**src/rtl/nsddb_pkg.sv**
```systemverilog
// Shared types and constants for the nested sphere depth-dose binner.
// No dependencies; imported by the controller, datapath and top level.
package nsddb_pkg;

    localparam int EVENT_W   = 32;
    localparam int POS_XZ_W  = 30;
    localparam int POS_Y_W   = 29;
    localparam int ENERGY_W  = 32;
    localparam int LEVEL_W   = 2;
    localparam int RD_BIN_W  = 8;
    localparam int SCORED_W  = 2;

    localparam logic CMD_SCORE = 1'b0;
    localparam logic CMD_READ  = 1'b1;

    localparam logic [LEVEL_W-1:0] LVL_LARGE  = 2'd0;
    localparam logic [LEVEL_W-1:0] LVL_MEDIUM = 2'd1;
    localparam logic [LEVEL_W-1:0] LVL_SMALL  = 2'd2;

    typedef struct packed {
        logic               load;
        logic               decode;
        logic               rdout;
        logic               div_step;
        logic               rem_step;
        logic               dy_step;
        logic               sq_step;
        logic               bin_ovf;
        logic               wr;
        logic               out_load;
        logic               clr_en;
        logic [LEVEL_W-1:0] lev;
    } cmd_t;

    typedef struct packed {
        logic clr_last;
        logic is_read;
        logic ignore;
        logic near_ok;
        logic geom_ok;
        logic bin_ok;
    } stat_t;

endpackage

```
**src/rtl/nsddb_ctrl.sv**
```systemverilog
// Controller: clear sweep, item sequencing over the three sphere levels,
// and the result channel valid. Uses nsddb_pkg.
module nsddb_ctrl import nsddb_pkg::*; (
    input  logic  aclk,
    input  logic  aresetn,
    input  logic  s_valid,
    output logic  s_ready,
    output logic  m_valid,
    input  logic  m_ready,
    output cmd_t  cmd,
    input  stat_t stat
);

    typedef enum logic [3:0] {
        ST_CLEAR,
        ST_IDLE,
        ST_DECODE,
        ST_RDOUT,
        ST_DIV,
        ST_REM,
        ST_DY,
        ST_SQ,
        ST_CMP,
        ST_WR,
        ST_DONE
    } state_t;

    state_t             state_reg;
    logic [LEVEL_W-1:0] lev_reg;
    logic               m_valid_reg;
    logic               last_lev;
    logic               out_free;

    assign last_lev = (lev_reg == LVL_SMALL);
    assign out_free = !m_valid_reg || m_ready;
    assign s_ready  = (state_reg == ST_IDLE);
    assign m_valid  = m_valid_reg;

    always_comb begin
        cmd          = '0;
        cmd.lev      = lev_reg;
        cmd.load     = s_ready && s_valid;
        cmd.clr_en   = (state_reg == ST_CLEAR);
        cmd.decode   = (state_reg == ST_DECODE);
        cmd.rdout    = (state_reg == ST_RDOUT);
        cmd.div_step = (state_reg == ST_DIV);
        cmd.rem_step = (state_reg == ST_REM);
        cmd.dy_step  = (state_reg == ST_DY);
        cmd.sq_step  = (state_reg == ST_SQ);
        cmd.bin_ovf  = (state_reg == ST_CMP) && stat.geom_ok && !stat.bin_ok;
        cmd.wr       = (state_reg == ST_WR);
        cmd.out_load = (state_reg == ST_DONE) && out_free;
    end

    always_ff @(posedge aclk) begin
        if (!aresetn) begin
            state_reg   <= ST_CLEAR;
            lev_reg     <= LVL_LARGE;
            m_valid_reg <= 1'b0;
        end else begin
            if (cmd.out_load) begin
                m_valid_reg <= 1'b1;
            end else if (m_ready) begin
                m_valid_reg <= 1'b0;
            end
            case (state_reg)
                ST_CLEAR: begin
                    if (stat.clr_last) begin
                        state_reg <= ST_IDLE;
                    end
                end
                ST_IDLE: begin
                    if (s_valid) begin
                        state_reg <= ST_DECODE;
                    end
                end
                ST_DECODE: begin
                    lev_reg <= LVL_LARGE;
                    if (stat.is_read) begin
                        state_reg <= ST_RDOUT;
                    end else if (stat.ignore) begin
                        state_reg <= ST_DONE;
                    end else begin
                        state_reg <= ST_DIV;
                    end
                end
                ST_RDOUT: begin
                    state_reg <= ST_DONE;
                end
                ST_DIV: begin
                    state_reg <= stat.near_ok ? ST_REM : ST_DONE;
                end
                ST_REM: begin
                    state_reg <= ST_DY;
                end
                ST_DY: begin
                    state_reg <= ST_SQ;
                end
                ST_SQ: begin
                    state_reg <= ST_CMP;
                end
                ST_CMP: begin
                    if (!stat.geom_ok) begin
                        state_reg <= ST_DONE;
                    end else if (stat.bin_ok) begin
                        state_reg <= ST_WR;
                    end else if (last_lev) begin
                        state_reg <= ST_DONE;
                    end else begin
                        lev_reg   <= lev_reg + 1'b1;
                        state_reg <= ST_DIV;
                    end
                end
                ST_WR: begin
                    if (last_lev) begin
                        state_reg <= ST_DONE;
                    end else begin
                        lev_reg   <= lev_reg + 1'b1;
                        state_reg <= ST_DIV;
                    end
                end
                ST_DONE: begin
                    if (out_free) begin
                        state_reg <= ST_IDLE;
                    end
                end
                default: begin
                    state_reg <= ST_IDLE;
                end
            endcase
        end
    end

endmodule
```
**config.mk**
```make
export PLATFORM = sky130hd
export DESIGN_NAME = nsddb_ctrl
export DESIGN_NICKNAME = d
export VERILOG_FILES = /design/src/rtl/nsddb_pkg.sv /design/src/rtl/nsddb_ctrl.sv
export SDC_FILE = /design/constraint.sdc
export NUM_CORES = 1
export LEC_CHECK = 0
export BUFFER_PORTS_ARGS = -buffer_cell sky130_fd_sc_hd__buf_4
export CORE_AREA = 2 2 39 41
export CTS_BUF_LIST = sky130_fd_sc_hd__clkbuf_4
export DETAILED_ROUTE_END_ITERATION = 6
export DIE_AREA = 0 0 41 43
export GPL_TIMING_DRIVEN = 0
export HOLD_SLACK_MARGIN = 0.03
export PLACE_DENSITY = 0.77
export SYNTH_ARGS = -nofsm -noshare
export SYNTH_HDL_FRONTEND = slang
export SYNTH_SLANG_ARGS = --single-unit
```
**constraint.sdc**
```tcl
create_clock -name aclk -period 1.4 [get_ports aclk]
set_input_delay 0.07 -clock aclk [delete_from_list [all_inputs] [get_ports aclk]]
set_output_delay 0.07 -clock aclk [all_outputs]
set_load 0.02 [all_outputs]
```
==> reports/summary.txt <==
Status -> finished with violations
Violated checks -> setup timing
DRT Pass-1 Iters -> 4
Pleak -> 0.429 nW
Post-synthesis adder-cell area fraction -> 4.05%
Sequential cell area fraction in the yosys report -> 22.7%
WP data required -> 1.33 ns
Number of synthesized flops with an enable pin -> 0
Clk slew on worst S/H paths -> 0.05 ns
Die Y-Extent -> 43 um
Fill count -> 102
Top post-synthesis cells by area -> dfxtp_1 23%, nor2_1 6.7%, a21oi_1 4.9%
Async set-reset flop share out of synthesis -> 0%
Count leader, synth -> nor2_1
CTS buffer count -> 3
Largest fanout on the critical path -> 6
Die area -> 0.00176 sq mm
Worst reg-to-reg setup slack -> 0.02 ns
Worst reg2reg path depth -> 4
Pwr Density -> 585 mW/mm^2
MaxCap Viol Count -> 0
Routed vias/inst -> 5.67
Antenna diodes -> 0
Peak supply drop -> 636 uV
Worst setup SP type -> flip-flop
Final-stage net count -> 132
Final hold vios -> 0
Residual DRC -> 0
DP Wirelength -> 1.27 mm
Synthesized area per cell -> 7.36 sq um
CTS tree -> built
Post-Syn Instances -> 84
Rel. slew slack -> 76.0%
Yosys warns -> 0
Die W -> 41 um
Longest Clk Path Bufs -> 2
Worst slack, placed -> -0.0742 ns
Tightest Pin Transition -> 0.359 ns
Worst setup path end -> cmd[3]
Setup violators final -> 1
RD Place Congestion -> 0.832
DRT Wirelength -> 2.00 mm
Pwr Total -> 0.620 mW
Fin cells -> 135
Setup ws final -> -0.00818 ns
I/O Pins -> 25
Final ANT Viol Nets -> 0
#FFs+latches synth -> 7
Row cnt -> 14
Mapped Nets -> 96
Area leader, netlist -> dfxtp_1
Top cells by count, synth -> 11 x nor2_1, 7 x dfxtp_1, 6 x a21oi_1, 6 x nand2_1
Dpl cells -> 123
Tmin final -> 1.41 ns
GRT Total Usage -> 24.0%
Hold Path Class -> primary input to flip-flop
Final Cycle Share -> 101%
Worst r2r src -> state_reg[2]$_SDFFE_PN0P_
Share of layout cells above drive strength 1 -> 54.6%
Setup crit start -> state_reg[0]$_SDFFE_PN0P_
Ys flop type -> dfxtp_1
Largest family of logic cells by synthesized area -> simple AND/OR/NAND/NOR gates
Wirelength per Cell -> 14.8 um
Area grow syn2layout -> 71.7%
Share of the synthesized area in the top cell type -> 22.7%
Synth cell types -> 34
CP arrival -> 1.34 ns
H-tree Lvls -> 1
Vias in the first global route -> 674
Core footprint -> 0.00138 sq mm
Hold slack final -> 0.150 ns
Largest net degree at the start of global routing -> 11
F_max -> 710 MHz
Unrepaired setup endpoints after global routing -> true
IO Port Bufs -> 23
Post-CTS Hold Buffers -> 0
Initial Utilization -> 44.7%
Detailed router's first-iteration violation count -> 22
Overall via count from detail_route -> 766
Final Max Slew Viols -> 0
Post-Synth XOR/XNOR Area -> 0%
Syn Std Cell Area -> 618 sq um
Critical path class -> flip-flop to output port
Worst-skew pair later-pin latency -> 0.26 ns
Grt ovf -> 0
Initial antenna violation count -> 0
Multiplexer share of the synthesized area -> 3.24%
Crit. End Element -> output port
Clk sinks -> 7
Synth Area in Compound Gates -> 26.3%
R2r endpoint -> state_reg[1]$_SDFFE_PN0P_
Root Driver -> clkbuf_4
First-pass GRT wire length -> 2.88 mm
Largest register FFs -> 4
Post-Route Skew -> 0.00936 ns
Simple-gate share of the synthesized area -> 36.8%
-- kinds of logic after synthesis --
group / count (synthesis)
AO/OA/AOI/OAI: 24
adder cells (fa/ha/maj): 2
buffers and inverters: 9
flip-flops: 7
multiplexers: 2
AND/OR/NAND/NOR: 40
-- worst min path at each step --
stage | from | to | depth (start not counted)
floorplan | stat[0] | state_reg[0]$_SDFFE_PN0P_ | 2
global placement | m_ready | state_reg[1]$_SDFFE_PN0P_ | 4
detailed placement | stat[0] | state_reg[0]$_SDFFE_PN0P_ | 3
CTS | stat[0] | state_reg[0]$_SDFFE_PN0P_ | 3
global route | stat[0] | state_reg[0]$_SDFFE_PN0P_ | 3
finish | stat[0] | state_reg[0]$_SDFFE_PN0P_ | 3
-- layer usage --
metal,vias to the layer above,GRT usage (%),part of all wire [%]
li1,369,-,-
met1,349,28.2,40
met2,40,38.1,48
met3,8,6.28,8.9
met4,0,12.0,3.6
met5,-,0,0
-- final cells by class --
| cell class | instances | area [sq um] | share of cell area (%) |
|---|---|---|---|
| multi-input cells | 68 | 547 | 51.5 |
| repair buffers | 33 | 256 | 24.2 |
| flip-flops and latches | 7 | 151 | 14.3 |
| plain buffers | 5 | 48.8 | 4.60 |
| clock buffers | 4 | 30.0 | 2.83 |
| well taps | 16 | 20.0 | 1.89 |
| inverters | 2 | 7.51 | 0.708 |
-- layout by cell type (no fill, tap or decap), drive strengths merged, types with 3 or more instances in the layout --
master	n
clkbuf	5
a21oi	8
o21a	3
and2	4
nor2	11
or2	3
o21ai	4
buf	37
nand2b	4
dfxtp	7
nor2b	3
nand2	6
-- metrics by stage --
stage / TNS [ns] / instance area, sq um / utilization (%)
global placement: -0.0754 / 812 / 58.7
detailed placement: -0.182 / 812 / 58.7
finish: -0.00818 / 1060 / 76.7
global route: -0.131 / 1060 / 76.7
CTS: -0.0453 / 927 / 67.0
floorplan: 0 / 619 / -
-- timing repair --
action	4_1_cts	5_1_grt
pin swaps	6	7
resized for setup	20	23
buffers inserted	2	7
setup endpoints to repair	9	13
cloned	0	1
-- worst max-delay path: stages (launching register included) --
cell and delay [ns]:
dfxtp_4 0.36, buf_8 0.13, and4bb_2 0.32, nor2b_4 0.15, buf_6 0.12
-- report_power, final --
group,leakage (nW),switching (mW),internal (mW)
Sequential,0.0596,0.00981,0.204
Combinational,0.351,0.0992,0.0960
Clock,0.0184,0.0824,0.129
Note: power is estimated with default switching activity, not from simulation.
